## config.mk

```make
export PLATFORM = sky130hd
export DESIGN_NAME = shuffled_playlist_sequencer_flat
export DESIGN_NICKNAME = d
export VERILOG_FILES = /design/src/design/sps_pkg.sv /design/src/design/sps_req_if.sv /design/src/design/sps_rsp_if.sv /design/src/design/sps_cfg_if.sv /design/src/design/shuffled_playlist_sequencer.sv /design/src/flat_wrapper.sv
export VERILOG_INCLUDE_DIRS = /design/src /design/src/design
export SDC_FILE = /design/constraint.sdc
export NUM_CORES = 2
export LEC_CHECK = 0
export BUFFER_PORTS_ARGS = -buffer_cell sky130_fd_sc_hd__clkbuf_2
export CAP_MARGIN = 20
export CORE_UTILIZATION = 60
export CTS_BUF_LIST = sky130_fd_sc_hd__clkbuf_16
export CTS_CLUSTER_SIZE = 8
export DETAILED_ROUTE_END_ITERATION = 10
export PLACE_DENSITY = 0.79
export SYNTH_ARGS = -nofsm -noshare
export SYNTH_HDL_FRONTEND = slang
export SYNTH_SLANG_ARGS = --single-unit
```

## constraint.sdc

```tcl
create_clock -name clk -period 7.5 [get_ports clk]
set_input_delay 0.375 -clock clk [delete_from_list [all_inputs] [get_ports clk]]
set_output_delay 0.375 -clock clk [all_outputs]
set_load 0.02 [all_outputs]
```

## src/design/shuffled_playlist_sequencer_defines.svh

```systemverilog
// Assertion macros for the shuffled playlist sequencer.
// Sampled on clk, disabled while rst_n is low; empty bodies in synthesis.
`ifndef SHUFFLED_PLAYLIST_SEQUENCER_DEFINES_SVH
`define SHUFFLED_PLAYLIST_SEQUENCER_DEFINES_SVH

`ifndef SYNTHESIS
`define SPS_ASSERT_SAME(label, cond, expr) \
    label: assert property (@(posedge clk) disable iff (!rst_n) (cond) |-> (expr)) \
        else $error("sps assertion failed");
`define SPS_ASSERT_NEXT(label, cond, expr) \
    label: assert property (@(posedge clk) disable iff (!rst_n) (cond) |=> (expr)) \
        else $error("sps assertion failed");
`else
`define SPS_ASSERT_SAME(label, cond, expr)
`define SPS_ASSERT_NEXT(label, cond, expr)
`endif

`endif

```

## src/design/sps_pkg.sv

```systemverilog
// Shared types and constants for the shuffled playlist sequencer.
// No dependencies.
`timescale 1ns / 1ps
`default_nettype none

package sps_pkg;

    localparam int MAX_TRACKS_DEF = 256;
    localparam int FUNC_W         = 2;
    localparam int RAND_W         = 32;
    localparam int CFG_W          = 9;
    localparam int OUT_TRACK_W    = 8;
    localparam int OUT_DRAWS_W    = 8;
    localparam int DIV_STEPS      = RAND_W;
    localparam int STEP_W         = $clog2(DIV_STEPS);

    typedef enum logic [FUNC_W-1:0] {
        FUNC_TOGGLE = 2'd0,
        FUNC_NEXT   = 2'd1,
        FUNC_PREV   = 2'd2,
        FUNC_DRAW   = 2'd3
    } func_t;

endpackage

`default_nettype wire

```

## src/design/sps_req_if.sv

```systemverilog
// Request channel of the shuffled playlist sequencer: operation and random word.
// Depends on sps_pkg.
`timescale 1ns / 1ps
`default_nettype none

interface sps_req_if import sps_pkg::*; ();
    logic              valid;
    logic              ready;
    logic [FUNC_W-1:0] func;
    logic [RAND_W-1:0] random_word;

    modport source (output valid, output func, output random_word, input ready);
    modport sink   (input valid, input func, input random_word, output ready);
endinterface

`default_nettype wire

```

## src/design/sps_rsp_if.sv

```systemverilog
// Result channel of the shuffled playlist sequencer.
// Depends on sps_pkg.
`timescale 1ns / 1ps
`default_nettype none

interface sps_rsp_if import sps_pkg::*; ();
    logic                   valid;
    logic                   ready;
    logic                   moved;
    logic [OUT_TRACK_W-1:0] current_track;
    logic                   list_end;
    logic                   shuffle_on;
    logic [OUT_DRAWS_W-1:0] draws_left;

    modport source (output valid, output moved, output current_track, output list_end,
                    output shuffle_on, output draws_left, input ready);
    modport sink   (input valid, input moved, input current_track, input list_end,
                    input shuffle_on, input draws_left, output ready);
endinterface

`default_nettype wire

```

## src/design/sps_cfg_if.sv

```systemverilog
// Configuration write channel of the shuffled playlist sequencer: track count.
// Depends on sps_pkg.
`timescale 1ns / 1ps
`default_nettype none

interface sps_cfg_if import sps_pkg::*; ();
    logic             valid;
    logic             ready;
    logic [CFG_W-1:0] track_count;

    modport source (output valid, output track_count, input ready);
    modport sink   (input valid, input track_count, output ready);
endinterface

`default_nettype wire

```

## src/design/shuffled_playlist_sequencer.sv

```systemverilog
// Shuffled playlist sequencer top level: order table memory, sequencer and remainder unit.
// Depends on sps_pkg, sps_req_if, sps_rsp_if, sps_cfg_if and the defines header.
`timescale 1ns / 1ps
`default_nettype none
`include "shuffled_playlist_sequencer_defines.svh"

// After reset the block loads the identity order into every entry of its table memory;
// requests are held off during that pass, configuration writes are not.
// Each request then yields one result. A toggle, a plain next/prev, a refused request or
// a draw with no swaps pending goes straight to the result; a next/prev in shuffle mode
// first does one table read. A draw first forms the bit-serial remainder of the random
// word by the cursor plus one, then does two reads and two writes on the table memory.
// A new request is taken while the previous result still waits in the output register.
module shuffled_playlist_sequencer import sps_pkg::*; #(
    parameter int MAX_TRACKS = MAX_TRACKS_DEF
) (
    input  logic      clk,
    input  logic      rst_n,
    sps_req_if.sink   req,
    sps_rsp_if.source rsp,
    sps_cfg_if.sink   cfg
);

    localparam int W     = $clog2(MAX_TRACKS);
    localparam int CNT_W = $clog2(MAX_TRACKS + 1);
    localparam logic [W-1:0]     ONE_W   = 1;
    localparam logic [CNT_W-1:0] ONE_CNT = 1;
    localparam logic [W-1:0]     LAST_IX = W'(MAX_TRACKS - 1);
    localparam logic [STEP_W-1:0] LAST_STEP = STEP_W'(DIV_STEPS - 1);

    typedef enum logic [8:0] {
        S_CLEAR = 9'b000000001,
        S_IDLE  = 9'b000000010,
        S_NAV   = 9'b000000100,
        S_DIV   = 9'b000001000,
        S_RD_C  = 9'b000010000,
        S_RD_J  = 9'b000100000,
        S_WR_C  = 9'b001000000,
        S_WR_J  = 9'b010000000,
        S_DONE  = 9'b100000000
    } state_t;

    logic [W-1:0] order_mem [MAX_TRACKS];
    logic [W-1:0] rd_data_reg;
    logic         rd_en;
    logic [W-1:0] rd_addr;
    logic         wr_en;
    logic [W-1:0] wr_addr;
    logic [W-1:0] wr_data;

    state_t              state_reg, state_next;
    func_t               func_reg, func_next;
    logic [CFG_W-1:0]    track_count_reg, track_count_next;
    logic                mode_reg, mode_next;
    logic [CNT_W-1:0]    pos_reg, pos_next;
    logic [W-1:0]        track_reg, track_next;
    logic [W-1:0]        cursor_reg, cursor_next;
    logic                end_reg, end_next;
    logic                moved_reg, moved_next;
    logic [CNT_W-1:0]    nav_pos_reg, nav_pos_next;
    logic [RAND_W-1:0]   dividend_reg, dividend_next;
    logic [CNT_W-1:0]    rem_reg, rem_next;
    logic [CNT_W-1:0]    div_d_reg, div_d_next;
    logic [STEP_W-1:0]   step_reg, step_next;
    logic [W-1:0]        tc_reg, tc_next;
    logic [W-1:0]        clr_reg, clr_next;

    logic                   out_valid_reg, out_valid_next;
    logic                   out_moved_reg, out_moved_next;
    logic [OUT_TRACK_W-1:0] out_track_reg, out_track_next;
    logic                   out_end_reg, out_end_next;
    logic                   out_mode_reg, out_mode_next;
    logic [OUT_DRAWS_W-1:0] out_draws_reg, out_draws_next;

    logic [CNT_W-1:0] n_eff;
    logic [CNT_W-1:0] n_m1;
    logic [CNT_W-1:0] pos_m1;
    logic [CNT_W-1:0] trk_inc;
    logic [CNT_W-1:0] trk_dec;
    logic [CNT_W:0]   rem_sh;
    logic [CNT_W:0]   rem_diff;

    always_comb
    begin
        if (track_count_reg == '0)
        begin
            n_eff = ONE_CNT;
        end
        else if (32'(track_count_reg) > 32'(MAX_TRACKS))
        begin
            n_eff = CNT_W'(MAX_TRACKS);
        end
        else
        begin
            n_eff = CNT_W'(track_count_reg);
        end
    end

    assign n_m1     = n_eff - ONE_CNT;
    assign pos_m1   = pos_reg - ONE_CNT;
    assign trk_inc  = CNT_W'(track_reg) + ONE_CNT;
    assign trk_dec  = CNT_W'(track_reg) - ONE_CNT;
    assign rem_sh   = {rem_reg, dividend_reg[RAND_W-1]};
    assign rem_diff = rem_sh - {1'b0, div_d_reg};

    assign req.ready = (state_reg == S_IDLE);
    assign cfg.ready = 1'b1;

    assign rsp.valid         = out_valid_reg;
    assign rsp.moved         = out_moved_reg;
    assign rsp.current_track = out_track_reg;
    assign rsp.list_end      = out_end_reg;
    assign rsp.shuffle_on    = out_mode_reg;
    assign rsp.draws_left    = out_draws_reg;

    always_comb
    begin
        state_next       = state_reg;
        func_next        = func_reg;
        track_count_next = track_count_reg;
        mode_next        = mode_reg;
        pos_next         = pos_reg;
        track_next       = track_reg;
        cursor_next      = cursor_reg;
        end_next         = end_reg;
        moved_next       = moved_reg;
        nav_pos_next     = nav_pos_reg;
        dividend_next    = dividend_reg;
        rem_next         = rem_reg;
        div_d_next       = div_d_reg;
        step_next        = step_reg;
        tc_next          = tc_reg;
        clr_next         = clr_reg;
        out_valid_next   = out_valid_reg && !rsp.ready;
        out_moved_next   = out_moved_reg;
        out_track_next   = out_track_reg;
        out_end_next     = out_end_reg;
        out_mode_next    = out_mode_reg;
        out_draws_next   = out_draws_reg;
        rd_en            = 1'b0;
        rd_addr          = '0;
        wr_en            = 1'b0;
        wr_addr          = '0;
        wr_data          = '0;

        if (cfg.valid)
        begin
            track_count_next = cfg.track_count;
        end

        case (state_reg)
            S_CLEAR:
            begin
                wr_en    = 1'b1;
                wr_addr  = clr_reg;
                wr_data  = clr_reg;
                clr_next = clr_reg + ONE_W;
                if (clr_reg == LAST_IX)
                begin
                    state_next = S_IDLE;
                end
            end
            S_IDLE:
            begin
                if (req.valid)
                begin
                    func_next  = func_t'(req.func);
                    moved_next = 1'b0;
                    state_next = S_DONE;
                    case (func_t'(req.func))
                        FUNC_TOGGLE:
                        begin
                            if (!mode_reg)
                            begin
                                mode_next   = 1'b1;
                                pos_next    = '0;
                                cursor_next = n_m1[W-1:0];
                            end
                            else
                            begin
                                mode_next = 1'b0;
                            end
                        end
                        FUNC_NEXT:
                        begin
                            if (mode_reg)
                            begin
                                if (pos_reg < n_eff)
                                begin
                                    rd_en        = 1'b1;
                                    rd_addr      = pos_reg[W-1:0];
                                    nav_pos_next = pos_reg;
                                    state_next   = S_NAV;
                                end
                            end
                            else if (trk_inc < n_eff)
                            begin
                                track_next = trk_inc[W-1:0];
                                end_next   = (trk_inc == n_m1);
                                moved_next = 1'b1;
                            end
                        end
                        FUNC_PREV:
                        begin
                            if (mode_reg)
                            begin
                                if (pos_reg != '0)
                                begin
                                    rd_en        = 1'b1;
                                    rd_addr      = pos_m1[W-1:0];
                                    nav_pos_next = pos_m1;
                                    state_next   = S_NAV;
                                end
                            end
                            else if (track_reg != '0)
                            begin
                                track_next = trk_dec[W-1:0];
                                end_next   = (trk_dec == n_m1);
                                moved_next = 1'b1;
                            end
                        end
                        FUNC_DRAW:
                        begin
                            if (cursor_reg != '0)
                            begin
                                dividend_next = req.random_word;
                                rem_next      = '0;
                                div_d_next    = CNT_W'(cursor_reg) + ONE_CNT;
                                step_next     = '0;
                                state_next    = S_DIV;
                            end
                        end
                        default:
                        begin
                            state_next = S_DONE;
                        end
                    endcase
                end
            end
            S_NAV:
            begin
                track_next = rd_data_reg;
                end_next   = (nav_pos_reg == n_m1);
                moved_next = 1'b1;
                pos_next   = (func_reg == FUNC_NEXT) ? nav_pos_reg + ONE_CNT : nav_pos_reg;
                state_next = S_DONE;
            end
            S_DIV:
            begin
                // restoring remainder, one dividend bit per cycle
                if (!rem_diff[CNT_W])
                begin
                    rem_next = rem_diff[CNT_W-1:0];
                end
                else
                begin
                    rem_next = rem_sh[CNT_W-1:0];
                end
                dividend_next = {dividend_reg[RAND_W-2:0], 1'b0};
                step_next     = step_reg + STEP_W'(1);
                if (step_reg == LAST_STEP)
                begin
                    state_next = S_RD_C;
                end
            end
            S_RD_C:
            begin
                rd_en      = 1'b1;
                rd_addr    = cursor_reg;
                state_next = S_RD_J;
            end
            S_RD_J:
            begin
                tc_next    = rd_data_reg;
                rd_en      = 1'b1;
                rd_addr    = rem_reg[W-1:0];
                state_next = S_WR_C;
            end
            S_WR_C:
            begin
                wr_en      = 1'b1;
                wr_addr    = cursor_reg;
                wr_data    = rd_data_reg;
                state_next = S_WR_J;
            end
            S_WR_J:
            begin
                wr_en       = 1'b1;
                wr_addr     = rem_reg[W-1:0];
                wr_data     = tc_reg;
                cursor_next = cursor_reg - ONE_W;
                state_next  = S_DONE;
            end
            S_DONE:
            begin
                if (!out_valid_reg || rsp.ready)
                begin
                    out_valid_next = 1'b1;
                    out_moved_next = moved_reg;
                    out_track_next = OUT_TRACK_W'(track_reg);
                    out_end_next   = end_reg;
                    out_mode_next  = mode_reg;
                    out_draws_next = OUT_DRAWS_W'(cursor_reg);
                    state_next     = S_IDLE;
                end
            end
            default:
            begin
                state_next = S_IDLE;
            end
        endcase
    end

    always_ff @(posedge clk)
    begin
        if (wr_en)
        begin
            order_mem[wr_addr] <= wr_data;
        end
        if (rd_en)
        begin
            rd_data_reg <= order_mem[rd_addr];
        end
    end

    always_ff @(posedge clk or negedge rst_n)
    begin
        if (!rst_n)
        begin
            state_reg       <= S_CLEAR;
            track_count_reg <= CFG_W'(1);
            mode_reg        <= 1'b0;
            pos_reg         <= '0;
            track_reg       <= '0;
            cursor_reg      <= '0;
            end_reg         <= 1'b0;
            clr_reg         <= '0;
            out_valid_reg   <= 1'b0;
        end
        else
        begin
            state_reg       <= state_next;
            track_count_reg <= track_count_next;
            mode_reg        <= mode_next;
            pos_reg         <= pos_next;
            track_reg       <= track_next;
            cursor_reg      <= cursor_next;
            end_reg         <= end_next;
            clr_reg         <= clr_next;
            out_valid_reg   <= out_valid_next;
        end
    end

    always_ff @(posedge clk)
    begin
        func_reg      <= func_next;
        moved_reg     <= moved_next;
        nav_pos_reg   <= nav_pos_next;
        dividend_reg  <= dividend_next;
        rem_reg       <= rem_next;
        div_d_reg     <= div_d_next;
        step_reg      <= step_next;
        tc_reg        <= tc_next;
        out_moved_reg <= out_moved_next;
        out_track_reg <= out_track_next;
        out_end_reg   <= out_end_next;
        out_mode_reg  <= out_mode_next;
        out_draws_reg <= out_draws_next;
    end

    // swap index must be a valid remainder before the table is touched
    `SPS_ASSERT_SAME(a_rem_below_divisor, state_reg == S_RD_C, rem_reg < div_d_reg)
    `SPS_ASSERT_NEXT(a_cursor_steps_down, state_reg == S_WR_J, cursor_reg == $past(cursor_reg) - ONE_W)
    `SPS_ASSERT_NEXT(a_result_not_dropped, (state_reg == S_DONE) && out_valid_reg && !rsp.ready, (state_reg == S_DONE) && out_valid_reg)

endmodule

`default_nettype wire
```

## src/flat_wrapper.sv

```systemverilog
// flat-port wrapper written by rule: the top's interface ports become plain ports
module shuffled_playlist_sequencer_flat import sps_pkg::*;
#(
    parameter int MAX_TRACKS = MAX_TRACKS_DEF
)
  (clk, rst_n, req_valid, req_func, req_random_word, req_ready, rsp_valid, rsp_moved, rsp_current_track, rsp_list_end, rsp_shuffle_on, rsp_draws_left, rsp_ready, cfg_valid, cfg_track_count, cfg_ready);
  sps_req_if req_i ();
  sps_rsp_if rsp_i ();
  sps_cfg_if cfg_i ();
  input  logic clk;
  input  logic rst_n;
  input wire logic [$bits(req_i.valid)-1:0] req_valid;
  input wire logic [$bits(req_i.func)-1:0] req_func;
  input wire logic [$bits(req_i.random_word)-1:0] req_random_word;
  output wire logic [$bits(req_i.ready)-1:0] req_ready;
  output wire logic [$bits(rsp_i.valid)-1:0] rsp_valid;
  output wire logic [$bits(rsp_i.moved)-1:0] rsp_moved;
  output wire logic [$bits(rsp_i.current_track)-1:0] rsp_current_track;
  output wire logic [$bits(rsp_i.list_end)-1:0] rsp_list_end;
  output wire logic [$bits(rsp_i.shuffle_on)-1:0] rsp_shuffle_on;
  output wire logic [$bits(rsp_i.draws_left)-1:0] rsp_draws_left;
  input wire logic [$bits(rsp_i.ready)-1:0] rsp_ready;
  input wire logic [$bits(cfg_i.valid)-1:0] cfg_valid;
  input wire logic [$bits(cfg_i.track_count)-1:0] cfg_track_count;
  output wire logic [$bits(cfg_i.ready)-1:0] cfg_ready;
  assign req_i.valid = req_valid;
  assign req_i.func = req_func;
  assign req_i.random_word = req_random_word;
  assign req_ready = req_i.ready;
  assign rsp_valid = rsp_i.valid;
  assign rsp_moved = rsp_i.moved;
  assign rsp_current_track = rsp_i.current_track;
  assign rsp_list_end = rsp_i.list_end;
  assign rsp_shuffle_on = rsp_i.shuffle_on;
  assign rsp_draws_left = rsp_i.draws_left;
  assign rsp_i.ready = rsp_ready;
  assign cfg_i.valid = cfg_valid;
  assign cfg_i.track_count = cfg_track_count;
  assign cfg_ready = cfg_i.ready;
  shuffled_playlist_sequencer #(.MAX_TRACKS(MAX_TRACKS)) u_core (.clk(clk), .rst_n(rst_n), .req(req_i), .rsp(rsp_i), .cfg(cfg_i));
endmodule
```

# After elaboration in Yosys (flattened, before gate mapping)
# Memory sizes are Yosys's and may differ from the RTL's. A register that Yosys moved wholly into a read port is not among the register bits.
# Cells that the tools add are included.
[op_classes]
n_eq_ne = 35
addsub = 10
n_reduce_logical = 27
magnitude_cmp = 3
muxes = 83
[ops]
columns = ["cell", "n"]
rows = [
  ["$mux 9", 23],
  ["$mux 8", 13],
  ["$mux 32", 3],
  ["$pmux 8 s3", 3],
  ["$pmux 9 s8", 1],
  ["$pmux 32 s2", 1],
  ["$pmux 8 s2", 4],
  ["$pmux 9 s2", 3],
  ["$eq 9x9->1", 3],
  ["$pmux 9 s3", 1],
  ["$mux 1", 21],
  ["$ne 2x1->1 const B", 10],
  ["$reduce_and 4->1", 5],
  ["$add 8x1->9 const B", 2],
  ["$lt 9x9->1", 2],
  ["$sub 9x1->9 const B", 2],
  ["$reduce_bool 8->1", 2],
  ["$mux 5", 3],
  ["$reduce_and 7->1", 2],
  ["$pmux 1 s2", 6],
  ["$pmux 5 s2", 1],
  ["$sub 10x9->10", 1],
  ["$add 9x1->9 const B", 1],
  ["$eq 9x1->1 const B", 1],
  ["other kinds (32)", 44],
]
[totals]
output_inout_bits = 22
ff_bits = 148
input_bits = 48
memories = 1
ram_bits = 2048
[memory_table]
columns = ["memory", "words", "word_bits", "rd", "rd_ports_with_merged_regs", "write_ports", "line", "source"]
rows = [
  ["u_core.order_mem", 256, 8, 1, 1, 1, "shuffled_playlist_sequencer.sv:43", "logic [W-1:0] order_mem [MAX_TRACKS];"],
]

# Logic depth before layout (Yosys ltp)
[depth]
depth_word = 10
depth_mapped = 21

# Least setup slack after synthesis
# Ideal clock, no wire load.
[synth_path]
path_type = "register to register"
startpoint = "reg u_core.state_reg[5]"
endpoint = "mem u_core.order_mem[0][2] (netlist bit) (data pin)"
t_arrival_ns = 5.778
setup_slack_ns = 0.817
n_path_buf = 2
setup_ns = 0.905
stages_incl_launch_ff = 8
path_cell_list = "dfrtp_1 -> clkbuf_1 -> nor3_1 -> nand3b_1 -> nor4b_1 -> clkbuf_1 -> nand2_1 -> nand3_1"
[synth_via]
elab_chain_len = 2
[synth_lines]
columns = ["item", "line", "source"]
rows = [
  ["start, declared", "shuffled_playlist_sequencer.sv:51", "state_t state_reg, state_next;"],
  ["start signal, assigned", "shuffled_playlist_sequencer.sv:342", "state_reg <= state_next;"],
  ["$eq 9x8->1, or another cell as far along", "shuffled_playlist_sequencer.sv:151", "case (state_reg)"],
  ["$pmux 8 s3 *", "shuffled_playlist_sequencer.sv:151", ""],
  ["net u_core.wr_data[2]", "shuffled_playlist_sequencer.sv:49", "logic [W-1:0] wr_data;"],
  ["end, declared", "shuffled_playlist_sequencer.sv:43", ""],
]
# Mark *: on every way through the listed nets, which the timed path passes. The rest lies on a longest branch.

# Worst setup path after layout
[layout_path]
startpoint = "reg u_core.track_count_reg[8]"
endpoint = "reg u_core.rd_data_reg[4], read port of u_core.order_mem (data pin)"
[layout_via]
elab_chain_len = 9
[layout_lines]
columns = ["item", "line", "source"]
rows = [
  ["start, declared", "shuffled_playlist_sequencer.sv:53", "logic [CFG_W-1:0] track_count_reg, track_count_next;"],
  ["start signal, assigned", "shuffled_playlist_sequencer.sv:343", "track_count_reg <= track_count_next;"],
  ["$gt 9x9->1", "shuffled_playlist_sequencer.sv:89", "else if (32'(track_count_reg) > 32'(MAX_TRACKS))"],
  ["$mux 9", "shuffled_playlist_sequencer.sv:89", ""],
  ["$mux 9 *", "shuffled_playlist_sequencer.sv:85", "if (track_count_reg == '0)"],
  ["$lt 9x9->1 *", "shuffled_playlist_sequencer.sv:188", "if (pos_reg < n_eff)"],
  ["$mux 8 / $mux 1 (equally long branches)", "shuffled_playlist_sequencer.sv:188", ""],
  ["$mux 8 / $mux 1 (equally long branches)", "shuffled_playlist_sequencer.sv:186", "if (mode_reg)"],
  ["$pmux 8 s2 / $pmux 1 s2 (equally long branches)", "shuffled_playlist_sequencer.sv:170", "case (func_t'(req.func))"],
  ["$mux 8 / $mux 1 (equally long branches)", "shuffled_playlist_sequencer.sv:165", "if (req.valid)"],
  ["$pmux 8 s3 / $pmux 1 s2 (equally long branches)", "shuffled_playlist_sequencer.sv:151", ""],
  ["end, declared", "shuffled_playlist_sequencer.sv:44", "logic [W-1:0] rd_data_reg;"],
]
# Every way passes the cells marked *; elsewhere a longest branch is shown, timed or not.
# A chain may end at the register's enable or synchronous reset.

==> results.md <==
Yosys:
- The number of nets handed over by synthesis was 6672.
- Counting flops and latches in the post-synthesis netlist gives 2204.
- The number of library cell types mapped by synthesis is 90.
- The netlist area before placement is 90800 um2.
- The most used flip-flop cell after synthesis is sky130_fd_sc_hd__edfxtp_1.
- Sorting the synthesized cells by how often they occur yields 2150 x sky130_fd_sc_hd__edfxtp_1, 1177 x sky130_fd_sc_hd__nand2_1, 432 x sky130_fd_sc_hd__mux2i_1.
- sky130_fd_sc_hd__edfxtp_1 takes more of the synthesized area than any other cell.
- After technology mapping, the gate count stands at 6583.
- The async set-or-reset flop fraction in the synthesized netlist is 2.45%.
- sky130_fd_sc_hd__edfxtp_1 is the most common cell in the netlist.
- The number of warnings reported in the yosys synthesis log is 0.
- The average instance area after synthesis is 13.8 um2.
- Of the synthesized area, sequential elements account for 72.6%.
- Counting flops with a built-in enable in the synthesized netlist gives 2150.
- Yosys attributes the largest share of cell area to sky130_fd_sc_hd__edfxtp_1 71%, sky130_fd_sc_hd__nand2_1 4.9%, sky130_fd_sc_hd__mux2i_1 4.8%.
- The portion of synthesized cell area occupied by the leading cell type is 71.1%.

Worst hold path:
- In this run the worst hold path is classified as input port to asynchronous set/reset pin.

Setup path:
- The gate family responsible for the most delay along the worst path is simple AND/OR/NAND/NOR gates.
- The worst setup path is launched from a flop.
- The worst setup path category is flop to flop.
- In this design, the critical path's most frequently occurring cell is sky130_fd_sc_hd__buf_4.
- The slowest cell on the critical path is sky130_fd_sc_hd__nor4_1.
- The endpoint required time on the critical path is 8150 ps.
- The data arrival time of the worst path is 7490 ps.
- The highest fanout seen on the critical path is 14.
- The critical path capture point type is a flop.
- The number of buffers and inverters on the critical path is 3.
- The largest incremental delay on the critical path is 880 ps.
- The signal on the critical path passes through inv_1 > nand2_1 > ha_1 > nand4_1 > nor2_1 > a31oi_2 > and2_0 > o21a_1 > buf_4 > nor3_2 > buf_4 > o2111ai_1 > o211ai_1 > nor4_1 > a211oi_1 > or4_1.

Place:
- Summing all placed instances gives a cell area of 93500 um2.
- Prior to clock tree synthesis, the placed netlist has a worst setup slack of 1120 ps.
- The number of placed cells counting well taps is 8377.
- At the end of routability-driven placement, the weighted congestion stood at 0.955.
- The half-perimeter wire length of the detailed placement result is 153000 um.
- Port buffering added 68 buffers.

Routing:
- The first TritonRoute pass finished after 9 iterations.
- The post-detailed-route via-to-cell ratio is 6.88.
- After detailed routing, the average wire length per cell comes to 29.9 um.
- Summing over every cut layer, the via total after detailed routing is 60588.
- The residual antenna-violating net count after detailed routing is 0.
- The remaining design rule violation count is 0.
- The final layout contains routed wiring with a total length of 263000 um.
- The first routing iteration left 10441 violations.

Layout:
- The post-route netlist has 9.95% of its cells at a drive strength greater than 1.
- The final standard cell area without fillers is 103000 um2.
- The multi-input combinational cells in the finished layout cover a total of 23000 um2.
- Once layout is complete, the utilization of the core stands at 68.4%.
- The register area is 65900 um2.
- The filler cells instantiated in the layout total 9457.
- The finished layout holds 8804 standard cells, fillers aside.
- The layout overhead on the synthesized area is 13.0%.
- The register with the most flip-flops in the layout has 2048 of them.
- In the final design database the tool counted 6841 nets.

Global routing:
- The first global-routing pass estimated 383000 um of wire.
- Entering global routing, the biggest net connects 257 pins.
- The via count of the first global-routing pass is 58671.
- The total overflow left after global routing is 0.
- The initial antenna violation count was 7.
- Global routing used 34.2% of the available tracks across all layers.

Timing:
- The summed negative setup slack over all endpoints is 0 ps.
- The minimum clock period after layout is 6840 ps.
- Setup repair after global routing left no endpoint under its margin.
- The final hold violation count is 0.
- The final critical path takes up 91.2% of the cycle.
- The tightest slew margin relative to the limit is 14.5%.
- The tightest hold margin is 147 ps.
- Setup violations remaining at the end of the flow were counted as 0.
- Timing would allow up to 146 MHz.
- The minimum setup slack in the final design is 660 ps.
- Clock skew on the completed layout was measured at 63.7 ps.
- For the pin with the worst max-slew slack, the measured transition is 1280 ps.
- The count of final max-slew check failures is 0.

Pwr:
- The power per cell area is 280 nW/um2.
- The peak supply drop is 251 uV.
- The total power is 28.8 mW.
- In this run the static leakage power is 34.2 nW.

Floorplan:
- Once the floorplan was initialized, standard cells occupied 60.5% of the core.
- The die is 391 um wide.
- The floorplan has 142 rows.
- The die is 391 um tall.
- The area of the core region is 150000 um2.
- The die outline area is 153000 um2.
- 70 I/O pins were placed.

Clock network:
- The tree is rooted in a sky130_fd_sc_hd__clkbuf_16.
- The clock input transition at the sequential cells of the worst setup and hold paths is 50 ps.
- The TritonCTS clock tree is yes.
- Counting every sink on the clock net gives 2204.
- Counting along the longest clock path gives a buffer depth of 4.
- The H-tree generated during clock tree synthesis spans 5 levels.
- The number of buffers created by CTS is 325.
- The later-pin clock latency in the skew report is 920 ps.

Status:
- The run finished with clean final reports.

Run:
- The max-cap check violation count is 0.
[routing by layer]
| layer | track usage (%) | vias up | share of wire, % |
|---|---|---|---|
| met5 | 0.478 | - | 0.018 |
| met4 | 19.9 | 6 | 6.2 |
| met3 | 11.4 | 1013 | 15 |
| met2 | 50.3 | 4908 | 45 |
| met1 | 44.6 | 29481 | 35 |
| li1 | - | 25180 | - |
[power breakdown]
group	switching (mW)	leakage (nW)	total (mW)	internal, mW
registers	0.286	19.9	13.9	13.6
clock network	4.86	4.23	12.6	7.71
logic	1.55	10.1	2.36	0.807
[path summary, 6_finish.rpt]
check,slack [ps],endpoint,cells past startpoint,startpoint
hold reg to reg,430,u_core.rsp.moved,0,u_core.moved_reg
setup reg to reg,660,u_core.rd_data_reg[4],16,u_core.track_count_reg[8]
min in group clk,250,u_core.func_reg[1],2,req_func[1]
max in group asynchronous,6840,u_core.pos_reg[1],3,rst_n
setup / recovery,660,u_core.rd_data_reg[4],16,u_core.track_count_reg[8]
hold / removal,150,u_core.cursor_reg[5],3,rst_n
[area by class of cell]
class | instances | share of cell area [%]
diodes | 4 | 0.00975
flip-flops and latches | 2204 | 64.2
multi-input cells | 3894 | 22.4
repair buffers | 282 | 2.45
inverters | 45 | 0.172
clock buffers | 332 | 8.09
clock inverters | 27 | 0.150
well taps | 2016 | 2.46
[worst min-delay path: stages]
cell and delay (ps):
sky130_fd_sc_hd__dlygate4sd3_1 520, sky130_fd_sc_hd__clkbuf_2 100, sky130_fd_sc_hd__buf_4 560
[cells in the final DEF, fill, tap and decap left out, drive strengths merged, types with 43 or more instances in the layout]
cell / instances
nand3: 394
a31oi: 120
mux2i: 432
a32oi: 82
dlygate4sd3: 57
o211ai: 52
edfxtp: 2150
o21ai: 184
buf: 157
inv: 68
mux2: 43
nand2: 1177
nand4: 95
nor3: 84
clkbuf: 400
dfrtp: 52
a21oi: 266
xnor2: 43
nor2: 346
a22oi: 59
and3: 101
[what timing repair did]
action / in CTS / in global routing
hold endpoints to repair: 99 / 0
resized for setup: 0 / 0
buffers inserted: 0 / 0
hold buffers: 57 / 0
[cells by family (layout without fill, tap and decap cells)]
group | count (synthesis) | in the layout | synth area share (%)
and+or+nand+nor | 2305 | 2305 | 11.2
DFF | 2204 | 2204 | 72.6
muxes | 475 | 475 | 5.29
AOI/OAI and AO/OA | 1011 | 1011 | 7.36
buffers and inverters | 485 | 686 | 2.45
xor gates and xnor gates | 61 | 61 | 0.588
other | 1 | 5 | 0.00413
adders and majority gates | 41 | 41 | 0.573
Power figures use the tool's default switching activity.
